==> src/hdl/wbrc_pkg.sv <==
// ----------------------------------------------------------------------------
// wbrc_pkg
// shared types and codes for the write-back register cache
// ----------------------------------------------------------------------------
package wbrc_pkg;

    localparam int GUEST_REGS = 32;
    localparam int GUEST_W    = 5;
    localparam int HOST_W     = 6;
    localparam int DATA_W     = 32;

    localparam logic [DATA_W-1:0] SMALL_IMM_MAX = 32'h0000_7FFF;

    typedef enum logic [2:0] {
        OP_READ          = 3'd0,
        OP_WRITE         = 3'd1,
        OP_SET_IMM       = 3'd2,
        OP_QUERY         = 3'd3,
        OP_FLUSH_ALL     = 3'd4,
        OP_FLUSH_DISCARD = 3'd5,
        OP_FLUSH_ONE     = 3'd6,
        OP_RESET         = 3'd7
    } op_t;

    typedef enum logic [2:0] {
        ACT_NONE     = 3'd0,
        ACT_LOAD     = 3'd1,
        ACT_IMM_LOW  = 3'd2,
        ACT_IMM_FULL = 3'd3,
        ACT_STORE    = 3'd4
    } action_t;

    typedef enum logic [1:0] {
        ST_IDLE,
        ST_EXEC,
        ST_FILL,
        ST_FLUSH
    } state_t;

    typedef struct packed {
        op_t                  op;
        logic [GUEST_W-1:0]   guest;
        logic [DATA_W-1:0]    value;
        logic [GUEST_REGS-1:0] discard;
    } cmd_t;

endpackage

==> src/hdl/write_back_register_cache.sv <==
// a request is accepted into the command queue whenever the queue is not full; the
// sequencer pops it when idle and registers its first result on m_*
// a miss with no free or clean slot first stores slot 0, then fills slot 0; a flush emits
// one store per flushed slot (at least one result); the sequencer handles one request at a time
// reset: all slots invalid and clean, known mask clear, queue empty; known
// constants are not cleared and hold garbage until set
// ----------------------------------------------------------------------------
// write_back_register_cache
// fully associative write-back cache of guest registers in host slots
// ----------------------------------------------------------------------------
module write_back_register_cache
    import wbrc_pkg::*;
#(
    parameter int SLOTS      = 8,
    parameter int FIRST_HOST = 0
) (
    input  logic                  aclk,
    input  logic                  aresetn,
    input  logic                  s_valid,
    output logic                  s_ready,
    input  logic [2:0]            s_mode,
    input  logic [GUEST_W-1:0]    s_guest_reg,
    input  logic [DATA_W-1:0]     s_value,
    input  logic [GUEST_REGS-1:0] s_discard_mask,
    output logic                  m_valid,
    input  logic                  m_ready,
    output logic [2:0]            m_action,
    output logic [HOST_W-1:0]     m_host_reg,
    output logic [GUEST_W-1:0]    m_guest_reg_out,
    output logic [DATA_W-1:0]     m_value_out,
    output logic                  m_known,
    output logic                  m_last
);

    logic q_full;
    logic q_push;
    logic q_pop;
    logic q_valid;
    cmd_t push_cmd;
    cmd_t head_cmd;

    wbrc_front u_front (
        .s_valid        (s_valid),
        .s_ready        (s_ready),
        .s_mode         (s_mode),
        .s_guest_reg    (s_guest_reg),
        .s_value        (s_value),
        .s_discard_mask (s_discard_mask),
        .q_full         (q_full),
        .q_push         (q_push),
        .q_cmd          (push_cmd)
    );

    wbrc_queue u_queue (
        .aclk       (aclk),
        .aresetn    (aresetn),
        .push       (q_push),
        .push_cmd   (push_cmd),
        .full       (q_full),
        .pop        (q_pop),
        .head_valid (q_valid),
        .head_cmd   (head_cmd)
    );

    wbrc_back #(
        .SLOTS      (SLOTS),
        .FIRST_HOST (FIRST_HOST)
    ) u_back (
        .aclk            (aclk),
        .aresetn         (aresetn),
        .q_valid         (q_valid),
        .q_head          (head_cmd),
        .q_pop           (q_pop),
        .m_valid         (m_valid),
        .m_ready         (m_ready),
        .m_action        (m_action),
        .m_host_reg      (m_host_reg),
        .m_guest_reg_out (m_guest_reg_out),
        .m_value_out     (m_value_out),
        .m_known         (m_known),
        .m_last          (m_last)
    );

endmodule

==> src/hdl/wbrc_front.sv <==
// ----------------------------------------------------------------------------
// wbrc_front
// accepts requests and classifies them into commands for the queue
// ----------------------------------------------------------------------------
module wbrc_front
    import wbrc_pkg::*;
(
    input  logic                  s_valid,
    output logic                  s_ready,
    input  logic [2:0]            s_mode,
    input  logic [GUEST_W-1:0]    s_guest_reg,
    input  logic [DATA_W-1:0]     s_value,
    input  logic [GUEST_REGS-1:0] s_discard_mask,
    input  logic                  q_full,
    output logic                  q_push,
    output cmd_t                  q_cmd
);

    op_t op;

    always_comb begin
        unique case (s_mode)
            3'd0:    op = OP_READ;
            3'd1:    op = OP_WRITE;
            3'd2:    op = OP_SET_IMM;
            3'd3:    op = OP_QUERY;
            3'd4:    op = OP_FLUSH_ALL;
            3'd5:    op = OP_FLUSH_DISCARD;
            3'd6:    op = OP_FLUSH_ONE;
            default: op = OP_RESET;
        endcase
    end

    assign s_ready = !q_full;
    assign q_push  = s_valid && !q_full;

    always_comb begin
        q_cmd.op      = op;
        q_cmd.guest   = s_guest_reg;
        q_cmd.value   = s_value;
        // only a discarding flush carries a mask of dirty registers to drop
        q_cmd.discard = (op == OP_FLUSH_DISCARD) ? s_discard_mask : '0;
    end

endmodule

==> src/hdl/wbrc_queue.sv <==
// ----------------------------------------------------------------------------
// wbrc_queue
// two-entry command queue between front and back
// ----------------------------------------------------------------------------
module wbrc_queue
    import wbrc_pkg::*;
(
    input  logic aclk,
    input  logic aresetn,
    input  logic push,
    input  cmd_t push_cmd,
    output logic full,
    input  logic pop,
    output logic head_valid,
    output cmd_t head_cmd
);

    cmd_t       entry_reg [2];
    logic       wr_ptr_reg;
    logic       rd_ptr_reg;
    logic [1:0] count_reg;
    logic [1:0] count_next;
    logic       do_push;
    logic       do_pop;

    assign full       = (count_reg == 2'd2);
    assign head_valid = (count_reg != 2'd0);
    assign head_cmd   = entry_reg[rd_ptr_reg];
    assign do_push    = push && !full;
    assign do_pop     = pop && head_valid;

    always_comb begin
        count_next = count_reg;
        if (do_push && !do_pop) begin
            count_next = count_reg + 2'd1;
        end else if (!do_push && do_pop) begin
            count_next = count_reg - 2'd1;
        end
    end

    always_ff @(posedge aclk) begin
        if (!aresetn) begin
            wr_ptr_reg <= 1'b0;
            rd_ptr_reg <= 1'b0;
            count_reg  <= 2'd0;
        end else begin
            if (do_push) begin
                wr_ptr_reg <= !wr_ptr_reg;
            end
            if (do_pop) begin
                rd_ptr_reg <= !rd_ptr_reg;
            end
            count_reg <= count_next;
        end
    end

    always_ff @(posedge aclk) begin
        if (do_push) begin
            entry_reg[wr_ptr_reg] <= push_cmd;
        end
    end

endmodule

==> src/hdl/wbrc_back.sv <==
// ----------------------------------------------------------------------------
// wbrc_back
// slot tags, known constants and the sequencer that emits actions
// ----------------------------------------------------------------------------
module wbrc_back
    import wbrc_pkg::*;
#(
    parameter int SLOTS      = 8,
    parameter int FIRST_HOST = 0
) (
    input  logic                aclk,
    input  logic                aresetn,
    input  logic                q_valid,
    input  cmd_t                q_head,
    output logic                q_pop,
    output logic                m_valid,
    input  logic                m_ready,
    output logic [2:0]          m_action,
    output logic [HOST_W-1:0]   m_host_reg,
    output logic [GUEST_W-1:0]  m_guest_reg_out,
    output logic [DATA_W-1:0]   m_value_out,
    output logic                m_known,
    output logic                m_last
);

    localparam int SW = (SLOTS > 1) ? $clog2(SLOTS) : 1;

    state_t state_reg, state_next;
    cmd_t   cmd_reg;

    logic [GUEST_W-1:0]    slot_guest_reg [SLOTS];
    logic [SLOTS-1:0]      slot_valid_reg;
    logic [SLOTS-1:0]      slot_dirty_reg;
    logic [SLOTS-1:0]      store_vec_reg;
    logic [GUEST_REGS-1:0] known_bits_reg;
    logic [DATA_W-1:0]     known_mem [GUEST_REGS];
    logic [DATA_W-1:0]     rd_data_reg;

    logic                  out_valid_reg;
    action_t               out_action_reg;
    logic [HOST_W-1:0]     out_host_reg;
    logic [GUEST_W-1:0]    out_guest_reg;
    logic [DATA_W-1:0]     out_value_reg;
    logic                  out_known_reg;
    logic                  out_last_reg;

    logic [SLOTS-1:0] hit_vec;
    logic [SLOTS-1:0] flush_vec;
    logic [SLOTS-1:0] dirty_hit_vec;
    logic [SLOTS-1:0] store_rest;
    logic             hit;
    logic             any_inv;
    logic             any_clean;
    logic             need_evict;
    logic             can_emit;
    logic             is_known;
    logic [SW-1:0]    hit_idx;
    logic [SW-1:0]    choose_idx;
    logic [SW-1:0]    dirty_hit_idx;
    logic [SW-1:0]    st_idx;
    action_t          load_action;
    logic [DATA_W-1:0] load_value;

    // sequencer strobes
    logic              emit;
    action_t           e_action;
    logic [HOST_W-1:0] e_host;
    logic [GUEST_W-1:0] e_guest;
    logic [DATA_W-1:0] e_value;
    logic              e_known;
    logic              e_last;
    logic              fill_en;
    logic [SW-1:0]     fill_slot;
    logic              fill_dirty;
    logic              mark_en;
    logic              clean_en;
    logic              set_known;
    logic              clr_known;
    logic              mem_we;
    logic              reset_all;
    logic              flush_start;
    logic              store_clr;

    function automatic logic [SW-1:0] first_idx(input logic [SLOTS-1:0] v);
        logic [SW-1:0] idx;
        idx = '0;
        for (int i = SLOTS - 1; i >= 0; i--) begin
            if (v[i]) begin
                idx = SW'(i);
            end
        end
        return idx;
    endfunction

    function automatic logic [HOST_W-1:0] host_of(input logic [SW-1:0] slot);
        return HOST_W'(FIRST_HOST + int'(slot));
    endfunction

    always_comb begin
        for (int i = 0; i < SLOTS; i++) begin
            hit_vec[i]   = slot_valid_reg[i] && (slot_guest_reg[i] == cmd_reg.guest);
            flush_vec[i] = slot_valid_reg[i] && slot_dirty_reg[i]
                           && !cmd_reg.discard[slot_guest_reg[i]];
        end
    end

    assign dirty_hit_vec = hit_vec & slot_dirty_reg;
    assign hit           = |hit_vec;
    assign any_inv       = |(~slot_valid_reg);
    assign any_clean     = |(~slot_dirty_reg);
    assign hit_idx       = first_idx(hit_vec);
    assign dirty_hit_idx = first_idx(dirty_hit_vec);
    assign choose_idx    = any_inv ? first_idx(~slot_valid_reg) : first_idx(~slot_dirty_reg);
    assign need_evict    = !hit && !any_inv && !any_clean;
    assign st_idx        = first_idx(store_vec_reg);
    assign store_rest    = store_vec_reg & ~(SLOTS'(1) << st_idx);
    assign can_emit      = !out_valid_reg || m_ready;
    assign is_known      = known_bits_reg[cmd_reg.guest];

    always_comb begin
        if (!is_known) begin
            load_action = ACT_LOAD;
            load_value  = '0;
        end else begin
            load_action = (rd_data_reg <= SMALL_IMM_MAX) ? ACT_IMM_LOW : ACT_IMM_FULL;
            load_value  = rd_data_reg;
        end
    end

    // next state
    always_comb begin
        state_next = state_reg;
        unique case (state_reg)
            ST_IDLE: begin
                if (q_valid) begin
                    state_next = ST_EXEC;
                end
            end
            ST_EXEC: begin
                if (can_emit) begin
                    if (cmd_reg.op == OP_FLUSH_ALL || cmd_reg.op == OP_FLUSH_DISCARD) begin
                        state_next = ST_FLUSH;
                    end else if ((cmd_reg.op == OP_READ || cmd_reg.op == OP_WRITE)
                                 && need_evict) begin
                        state_next = ST_FILL;
                    end else begin
                        state_next = ST_IDLE;
                    end
                end
            end
            ST_FILL: begin
                if (can_emit) begin
                    state_next = ST_IDLE;
                end
            end
            ST_FLUSH: begin
                if (can_emit && (store_vec_reg == '0 || store_rest == '0)) begin
                    state_next = ST_IDLE;
                end
            end
            default: state_next = ST_IDLE;
        endcase
    end

    // outputs
    always_comb begin
        q_pop       = 1'b0;
        emit        = 1'b0;
        e_action    = ACT_NONE;
        e_host      = '0;
        e_guest     = '0;
        e_value     = '0;
        e_known     = 1'b0;
        e_last      = 1'b1;
        fill_en     = 1'b0;
        fill_slot   = choose_idx;
        fill_dirty  = 1'b0;
        mark_en     = 1'b0;
        clean_en    = 1'b0;
        set_known   = 1'b0;
        clr_known   = 1'b0;
        mem_we      = 1'b0;
        reset_all   = 1'b0;
        flush_start = 1'b0;
        store_clr   = 1'b0;
        unique case (state_reg)
            ST_IDLE: begin
                q_pop = q_valid;
            end
            ST_EXEC: begin
                if (can_emit) begin
                    unique case (cmd_reg.op)
                        OP_READ, OP_WRITE: begin
                            clr_known = (cmd_reg.op == OP_WRITE);
                            if (need_evict) begin
                                emit     = 1'b1;
                                e_action = ACT_STORE;
                                e_host   = host_of('0);
                                e_guest  = slot_guest_reg[0];
                                e_last   = 1'b0;
                            end else if (hit) begin
                                emit    = 1'b1;
                                e_host  = host_of(hit_idx);
                                e_guest = cmd_reg.guest;
                                mark_en = (cmd_reg.op == OP_WRITE);
                            end else begin
                                emit       = 1'b1;
                                fill_en    = 1'b1;
                                fill_dirty = (cmd_reg.op == OP_WRITE);
                                e_host     = host_of(choose_idx);
                                e_guest    = cmd_reg.guest;
                                if (cmd_reg.op == OP_READ) begin
                                    e_action = load_action;
                                    e_value  = load_value;
                                end
                            end
                        end
                        OP_SET_IMM: begin
                            emit      = 1'b1;
                            e_guest   = cmd_reg.guest;
                            set_known = 1'b1;
                            mem_we    = 1'b1;
                        end
                        OP_QUERY: begin
                            emit    = 1'b1;
                            e_guest = cmd_reg.guest;
                            e_known = is_known;
                            e_value = is_known ? rd_data_reg : '0;
                        end
                        OP_FLUSH_ALL, OP_FLUSH_DISCARD: begin
                            flush_start = 1'b1;
                        end
                        OP_FLUSH_ONE: begin
                            emit = 1'b1;
                            if (|dirty_hit_vec) begin
                                e_action = ACT_STORE;
                                e_host   = host_of(dirty_hit_idx);
                                e_guest  = cmd_reg.guest;
                                clean_en = 1'b1;
                            end
                        end
                        default: begin
                            emit      = 1'b1;
                            reset_all = 1'b1;
                        end
                    endcase
                end
            end
            ST_FILL: begin
                if (can_emit) begin
                    emit       = 1'b1;
                    fill_en    = 1'b1;
                    fill_slot  = '0;
                    fill_dirty = (cmd_reg.op == OP_WRITE);
                    e_host     = host_of('0);
                    e_guest    = cmd_reg.guest;
                    if (cmd_reg.op == OP_READ) begin
                        e_action = load_action;
                        e_value  = load_value;
                    end
                end
            end
            ST_FLUSH: begin
                if (can_emit) begin
                    emit = 1'b1;
                    if (store_vec_reg != '0) begin
                        e_action  = ACT_STORE;
                        e_host    = host_of(st_idx);
                        e_guest   = slot_guest_reg[st_idx];
                        e_last    = (store_rest == '0);
                        store_clr = 1'b1;
                    end
                end
            end
            default: begin
            end
        endcase
    end

    always_ff @(posedge aclk) begin
        if (!aresetn) begin
            state_reg <= ST_IDLE;
        end else begin
            state_reg <= state_next;
        end
    end

    always_ff @(posedge aclk) begin
        if (q_pop) begin
            cmd_reg     <= q_head;
            rd_data_reg <= known_mem[q_head.guest];
        end
        if (mem_we) begin
            known_mem[cmd_reg.guest] <= cmd_reg.value;
        end
    end

    always_ff @(posedge aclk) begin
        if (!aresetn) begin
            for (int i = 0; i < SLOTS; i++) begin
                slot_guest_reg[i] <= '0;
            end
            slot_valid_reg <= '0;
            slot_dirty_reg <= '0;
            store_vec_reg  <= '0;
            known_bits_reg <= '0;
        end else begin
            if (reset_all) begin
                slot_valid_reg <= '0;
                slot_dirty_reg <= '0;
                known_bits_reg <= '0;
            end
            if (set_known) begin
                known_bits_reg[cmd_reg.guest] <= 1'b1;
            end
            if (clr_known) begin
                known_bits_reg[cmd_reg.guest] <= 1'b0;
            end
            if (fill_en) begin
                slot_guest_reg[fill_slot] <= cmd_reg.guest;
                slot_valid_reg[fill_slot] <= 1'b1;
                slot_dirty_reg[fill_slot] <= fill_dirty;
            end
            if (mark_en) begin
                slot_dirty_reg[hit_idx] <= 1'b1;
            end
            if (clean_en) begin
                slot_dirty_reg[dirty_hit_idx] <= 1'b0;
            end
            if (flush_start) begin
                slot_dirty_reg <= slot_dirty_reg & ~slot_valid_reg;
                store_vec_reg  <= flush_vec;
            end
            if (store_clr) begin
                store_vec_reg[st_idx] <= 1'b0;
            end
        end
    end

    always_ff @(posedge aclk) begin
        if (!aresetn) begin
            out_valid_reg <= 1'b0;
        end else if (emit) begin
            out_valid_reg <= 1'b1;
        end else if (m_ready) begin
            out_valid_reg <= 1'b0;
        end
    end

    always_ff @(posedge aclk) begin
        if (emit) begin
            out_action_reg <= e_action;
            out_host_reg   <= e_host;
            out_guest_reg  <= e_guest;
            out_value_reg  <= e_value;
            out_known_reg  <= e_known;
            out_last_reg   <= e_last;
        end
    end

    assign m_valid         = out_valid_reg;
    assign m_action        = out_action_reg;
    assign m_host_reg      = out_host_reg;
    assign m_guest_reg_out = out_guest_reg;
    assign m_value_out     = out_value_reg;
    assign m_known         = out_known_reg;
    assign m_last          = out_last_reg;

    assert property (@(posedge aclk) disable iff (!aresetn)
        $onehot0(hit_vec))
        else $error("guest register cached in more than one slot");

    assert property (@(posedge aclk) disable iff (!aresetn)
        emit |-> (!out_valid_reg || m_ready))
        else $error("result overwrites a pending result");

    assert property (@(posedge aclk) disable iff (!aresetn)
        (store_vec_reg & ~slot_valid_reg) == '0)
        else $error("pending store on an invalid slot");

    assert property (@(posedge aclk) disable iff (!aresetn)
        reset_all |=> (slot_valid_reg == '0 && known_bits_reg == '0))
        else $error("cache reset request left state behind");

endmodule
==> config.mk <==
export PLATFORM = sky130hd
export DESIGN_NAME = write_back_register_cache
export DESIGN_NICKNAME = d
export VERILOG_FILES = /design/src/hdl/wbrc_pkg.sv /design/src/hdl/write_back_register_cache.sv /design/src/hdl/wbrc_front.sv /design/src/hdl/wbrc_queue.sv /design/src/hdl/wbrc_back.sv
export SDC_FILE = /design/constraint.sdc
export NUM_CORES = 2
export LEC_CHECK = 0
export ABC_CLOCK_PERIOD_IN_PS = 5800
export BUFFER_PORTS_ARGS = -buffer_cell sky130_fd_sc_hd__buf_2
export CELL_PAD_IN_SITES_DETAIL_PLACEMENT = 0
export CELL_PAD_IN_SITES_GLOBAL_PLACEMENT = 1
export CORE_AREA = 3 3 330 332
export DETAILED_ROUTE_END_ITERATION = 8
export DIE_AREA = 0 0 333 335
export GPL_ROUTABILITY_DRIVEN = 1
export PLACE_DENSITY = 0.77
export SLEW_MARGIN = 30
export SYNTH_ARGS = -nofsm -noshare
export SYNTH_HDL_FRONTEND = slang
export SYNTH_HIERARCHICAL = 1
export SYNTH_SLANG_ARGS = --single-unit
==> constraint.sdc <==
create_clock -name aclk -period 5.8 [get_ports aclk]
set_input_delay 0.29 -clock aclk [delete_from_list [all_inputs] [get_ports aclk]]
set_output_delay 0.29 -clock aclk [all_outputs]
set_load 0.01 [all_outputs]
* After elaboration in Yosys (flattened, before gate mapping) *
Memory sizes are Yosys's and may differ from the RTL's. A register that Yosys moved wholly into a read port is not among the register bits.
Cells that the tools add are included.

storage, ports and cells
  input bits = 76
  output and inout bits = 50
  bits in writable memories = 1208
  memories kept = 3
  register bits after elaboration = 183
  word-level logic and storage cells = 367

memory list
  name                   words  width  read ports  clocked after Yosys merged registers in  write ports  line              RTL
  u_back.known_mem       32     32     1           1                                        1            wbrc_back.sv:36   logic [DATA_W-1:0] known_mem [GUEST_REGS];
  u_queue.entry_reg      2      72     1           1                                        1            wbrc_queue.sv:18  cmd_t entry_reg [2];
  u_back.slot_guest_reg  8      5      9           0                                        8            wbrc_back.sv:31   logic [GUEST_W-1:0] slot_guest_reg [SLOTS];

operators by class
  muxes and demuxes = 199
  reduce and logical (&&, ||, !) cells = 80
  eq/ne operators = 29
  add/sub/neg operators = 2
  bitwise logic cells = 15
  order comparisons = 19
  shift-type cells = 1

operators by type and width
  kind                    number
  $mux W32                12
  $mux W3                 56
  $pmux W32 S2            2
  $mux W8                 14
  $mux W1                 70
  $lt A5 B6 Y1 const B    9
  $bmux W1 S5             9
  $and A8 B8 Y8           5
  $eq A5 B5 Y1            8
  $not A8 Y8              5
  $logic_and A1 B1 Y1     38
  $mux W5                 7
  $and A32 B32 Y32        1
  $le A32 B15 Y1 const B  1
  $not A32 Y32            1
  $or A32 B32 Y32         1
  $reduce_or A8 Y1        4
  $pmux W5 S3             2
  $pmux W6 S2             2
  $eq A3 B3 Y1 const B    7
  $pmux W3 S7             1
  $mux W6                 3
  $logic_not A1 Y1        17
  $logic_not A8 Y1        2
  other kinds (30)        68

* Longest topological paths before layout *
  word-level depth = 25
  mapped depth = 12
  gate-level depth less buffers = 10

* Hierarchy *
Netlist, hierarchy kept.

by module, submodules not included
  module      sequential area each (µm²)  cells each  area an instance (µm²)  instances
  wbrc_back   37606.1                     2601        52181.3                 1
  wbrc_queue  4424.2                      249         5455.2                  1
  wbrc_front  0.0                         83          664.4                   1

* Worst setup path after synthesis *
Ideal clock, no wire load.

  path type = register to register
  start = register u_back.state_reg[0]
  end = register u_queue.count_reg[1]
  buffers on the path = 0
  setup time = 0.070 ns
  setup slack = 1.297 ns
  data required time = 5.730 ns
  arrival time = 4.433 ns
  cell stages (with the launch flop) = 8
  clock period less this slack = 4.503 ns
  path through = dfxtp_1 inv_1 ha_1 and2_1 o21ai_1 ha_1 or3_1 a21boi_1

between the ends
  longest elaborated chain between the ends = 6
  elaborated cells on any way between the ends = 8
  classes of those cells = mux (2); reduce/logical (6)

RTL lines
  element                                               line                             RTL
  start: declaration                                    wbrc_back.sv:28                  state_t state_reg, state_next;
  start signal: assignment                              wbrc_back.sv:284                 state_reg <= state_next;
  $logic_not A2 Y1 (*)                                  wbrc_back.sv:186                 unique case (state_reg)
  $mux W1 (*)                                           wbrc_back.sv:186
  via q_pop                                             write_back_register_cache.sv:37  logic q_pop;
  $logic_and A1 B1 Y1 (*)                               wbrc_queue.sv:30                 assign do_pop = pop && head_valid;
  $logic_not A1 Y1                                      wbrc_queue.sv:34                 if (do_push && !do_pop) begin
  $logic_and A1 B1 Y1                                   wbrc_queue.sv:34
  $mux W2 / $reduce_bool A2 Y1 (equally long branches)  -
  end signal: assignment                                wbrc_queue.sv:53                 count_reg <= count_next;
  end: declaration                                      wbrc_queue.sv:21                 logic [1:0] count_reg;

Mark *: on every way through the listed nets, which the timed path passes. The rest lies on a longest branch.
A chain may end at the register's enable or synchronous reset.

==> parameters.txt <==
Parameter                              Value

Outcome
  Run status    completed

Logic synthesis
  Number of library cell types mapped by synthesis    just over 80
  Post-synthesis instance area    a little under 0.06 mm²
  Per-instance average area after synthesis    19.88 µm²
  Total of flip-flops plus latches after synthesis    roughly 1400
  Share of synthesized area occupied by flip-flops and latches    0.7209
  Synth area leader    edfxtp_1
  Leading cell types by total area after synthesis    edfxtp_1 70%, mux4_2 16%, dfxtp_1 2.2%, mux2_1 1.4%, nor2_1 0.87%
  Number of enable-type register cells in the synthesized netlist    1357
  Count leader, synth    edfxtp_1
  Commonest cells in the synthesized netlist    1357 x edfxtp_1, 407 x mux4_2, 135 x nor2_1, 102 x clkbuf_1, 70 x mux2_1
  Synth Warn #    6
  Gate count of the mapped netlist    between 2000 and 3000
  Synth async-reset ratio    0
  Yosys top cell area share    0.6989
  Most used DFF post-synth    edfxtp_1

Clocking
  Root cell of the clock tree    clkbuf_16
  TritonCTS Buffers    about 140
  Worst skew pair latency    0.75 ns
  Post-CTS Repair Setup Buffers    0
  Sink Count    between 1000 and 1500
  Buffers from clock root to sink, at most    3
  CTS clock-pin slew for the worst setup and hold paths    around 0.06 ns
  Number of gates resized after CTS    0
  TritonCTS clock tree    yes
  Clock H-tree levels    4

Placed design
  Number of buffer cells added on primary ports    roughly 120
  Final HPWL from detailed placement    between 80000 and 90000 µm
  Global placement routability congestion    ~0.9
  Post-placement setup slack    between 1.5 and 2 ns

Layout
  Flip-flop count of the largest register after layout    a little over 1000
  Synth-to-layout area growth    13.88%
  Share of post-route cells with drive strength above 1    0.2910
  Final layout net count    about 3200
  Core utilization of the finished layout    0.6228

Setup path
  CP Class    reg -> reg
  Data required time of the critical path    ~6.2 ns
  Critical path fanouts, max    19
  Total number of cells along the worst setup path    8
  Slowest-stage cell, CP    edfxtp_1
  Worst setup EP type    flip-flop
  Slowest Stage Delay on Critical Path    0.89 ns
  Worst Reg-to-Reg Cells    8
  Critical register-to-register path endpoint    u_back/slot_guest_reg[0][3]$_SDFFCE_PN0P_
  Nature of the critical path startpoint    flip-flop
  Startpoint of the worst register-to-register path    u_back/cmd_reg[67]$_DFFE_PP_
  Kind of cell adding the most delay to the critical path    simple AND/OR/NAND/NOR gates
  Buffer and inverter count on the worst path    1
  Endpoint arrival time on the critical path    4.32 ns
  R2R setup slack    around 1.8 ns
  List of cells traversed by the critical path    xnor2_1, nand4_1, nor3_1, buf_4, or4_4, or3_1, o31a_1, o21ai_0

STA
  Clock skew    roughly 0.033 ns
  Final Hold Violating Endpoints    0
  Worst slew margin relative to its limit    0.3116
  Worst Tran Pin Value    between 1 and 1.5 ns
  Worst hold margin    between 0.05 and 0.06 ns
  Sum of negative setup slack    0 ns
  Final max-slew violation count    0
  Total of endpoints with negative setup slack in the final report    0
  Slack of the critical path    1.840 ns
  Minimum period implied by the final worst setup slack    3.960 ns
  Timing-limited maximum frequency    between 200 and 300 MHz
  Setup repair after global routing missed its margin    no
  Final clock period utilization by the worst path    0.6827

Die
  Starting utilization of the core area    0.5469
  Die area    ~0.11 mm²
  Overall die height    335 µm
  Die Width    333 µm
  Std-Cell Core Area    0.1066 mm²
  Number of top-level pins    about 130
  Core Rows    120

Min path
  Hold Crit Depth    5
  Type of the most critical hold path    in -> reg
  Hold Path End    u_back/m_valid$_SDFFE_PN0P_
  Start point of the worst hold path    m_ready

Power and ir drop
  Leakage component of the power    about 21 nW
  Switching share of power    0.2876
  P_int    20.74 mW
  Sequential share of power    0.477
  Power share of the combinational group    0.220
  Pwr dens    around 440 mW/mm²
  Net switching component of the power    8.375 mW
  Maximum vdd ir drop    between 0.3 and 0.4 mV
  Post-layout total power    between 20 and 30 mW
  Clock power share    0.303

Route
  Vias per cell    6.487
  Count of unresolved DRC violations after routing    0
  Routed length per instance    around 31 µm
  Vias    between 30000 and 40000
  Number of detailed-routing iterations run before antenna repair    5
  Iter 0 DRT Violations    between 3000 and 4000
  Final ANT Viol Nets    0
  Wire length after detailed routing    approximately 140000 µm

Flow run
  Max-cap violation count    0

GRT
  Pin count of the biggest net entering global routing    a little over 90
  Vias in the first global route    ~31000
  Global-route wire length before repair    about 210000 µm
  Antenna violations before repair    5
  GRT Resource Usage Total    0.2616
  Total overflow reported by the global router    0
-- logic make-up (layout without fill, tap and decap cells) --
| group | count (synthesis) | in the layout | share of synthesized area |
|---|---|---|---|
| simple gates | 459 | 459 | 0.04380 |
| xor+xnor | 43 | 43 | 0.006460 |
| flops | 1421 | 1421 | 0.7209 |
| buf+inv | 244 | 584 | 0.02062 |
| fa+ha+maj | 6 | 6 | 0.001245 |
| mux | 545 | 545 | 0.1836 |
| compound gates | 214 | 214 | 0.02333 |
| other cells | 1 | 5 | 0.00006432 |
-- worst reg2reg max path: stages, from the launching register on --
cell and delay, ns:
edfxtp_1 0.89, xnor2_1 0.16, nand4_1 0.12, nor3_1 0.06
buf_4 0.17, or4_4 0.56, or3_1 0.54, o31a_1 0.43
o21ai_0 0.65
-- repair_timing --
action,in CTS,in global routing
hold buffers,69,0
setup endpoints to repair,0,0
hold endpoints to repair,138,0
-- worst max path at each step --
stage	startpoint	to	slack [ns]
final	u_back/cmd_reg[67]$_DFFE_PP_	u_back/slot_guest_reg[0][3]$_SDFFCE_PN0P_	1.84
after global routing	u_back/state_reg[1]$_SDFFE_PN0P_	u_back/known_mem[3][24]$_DFFE_PP_	1.68
after CTS	u_back/cmd_reg[67]$_DFFE_PP_	u_back/m_value_out[12]$_DFFE_PP_	1.78
after detailed placement	u_back/cmd_reg[67]$_DFFE_PP_	u_back/m_value_out[12]$_DFFE_PP_	1.80
after global placement	u_back/cmd_reg[67]$_DFFE_PP_	u_back/m_value_out[12]$_DFFE_PP_	1.86
after floorplan	u_back/state_reg[0]$_SDFFE_PN0P_	u_queue/count_reg[1]$_SDFFE_PN0P_	1.30
-- power by group through the flow --
stage / sequential [mW] / combinational, mW / clock, mW
2_1_floorplan: 13.7 / 4.15 / 0
3_3_place_gp: 14.4 / 5.70 / 0
3_5_place_dp: 14.4 / 5.93 / 0
4_1_cts: 14.2 / 6.01 / 9.01
5_1_grt: 14.0 / 6.79 / 9.43
6_report: 13.9 / 6.40 / 8.83
-- area by class of cell --
cell class	instances	area (µm²)
antenna	2	5.005
clock buffer	167	3721
clock inverter	92	782.0
fill	7316	40210
inverter	24	90.09
multi-input combinational	1270	15410
sequential	1421	42030
tap	1403	1755
timing repair buffer	301	2600
-- per-stage QoR --
stage,cells,area (µm²)
final,4680,66390
after detailed placement,4324,60820
after CTS,4652,66010
after global routing,4678,66390
after global placement,4308,60490
after floorplan,2935,58310
-- routing by layer --
| layer | vias to the layer above | global-route usage | wire (µm) |
|---|---|---|---|
| li1 | 12592 | - | - |
| met1 | 16000 | 0.3767 | 57990 |
| met2 | 1545 | 0.4223 | 70870 |
| met3 | 223 | 0.04057 | 11570 |
| met4 | 0 | 0.07532 | 3559 |
| met5 | - | 0 | 0 |
-- layout by cell type, fill, tap and decap left out, drive strengths merged, types with 15 or more instances in the layout --
cell type and instances:
mux2i 30, dlygate4sd3 69, buf 232, mux2 107, nor3 19, nor2 137
o21ai 60, a21oi 61, nand3 55, xnor2 26, dfxtp 64, nand2b 15
and3 43, and4b 34, and2 19, inv 30, clkbuf 167, edfxtp 1357
mux4 408, clkinv 73, xor2 17, nand2 59, nor4 20
No activity file was read; power rests on OpenSTA's default activity.
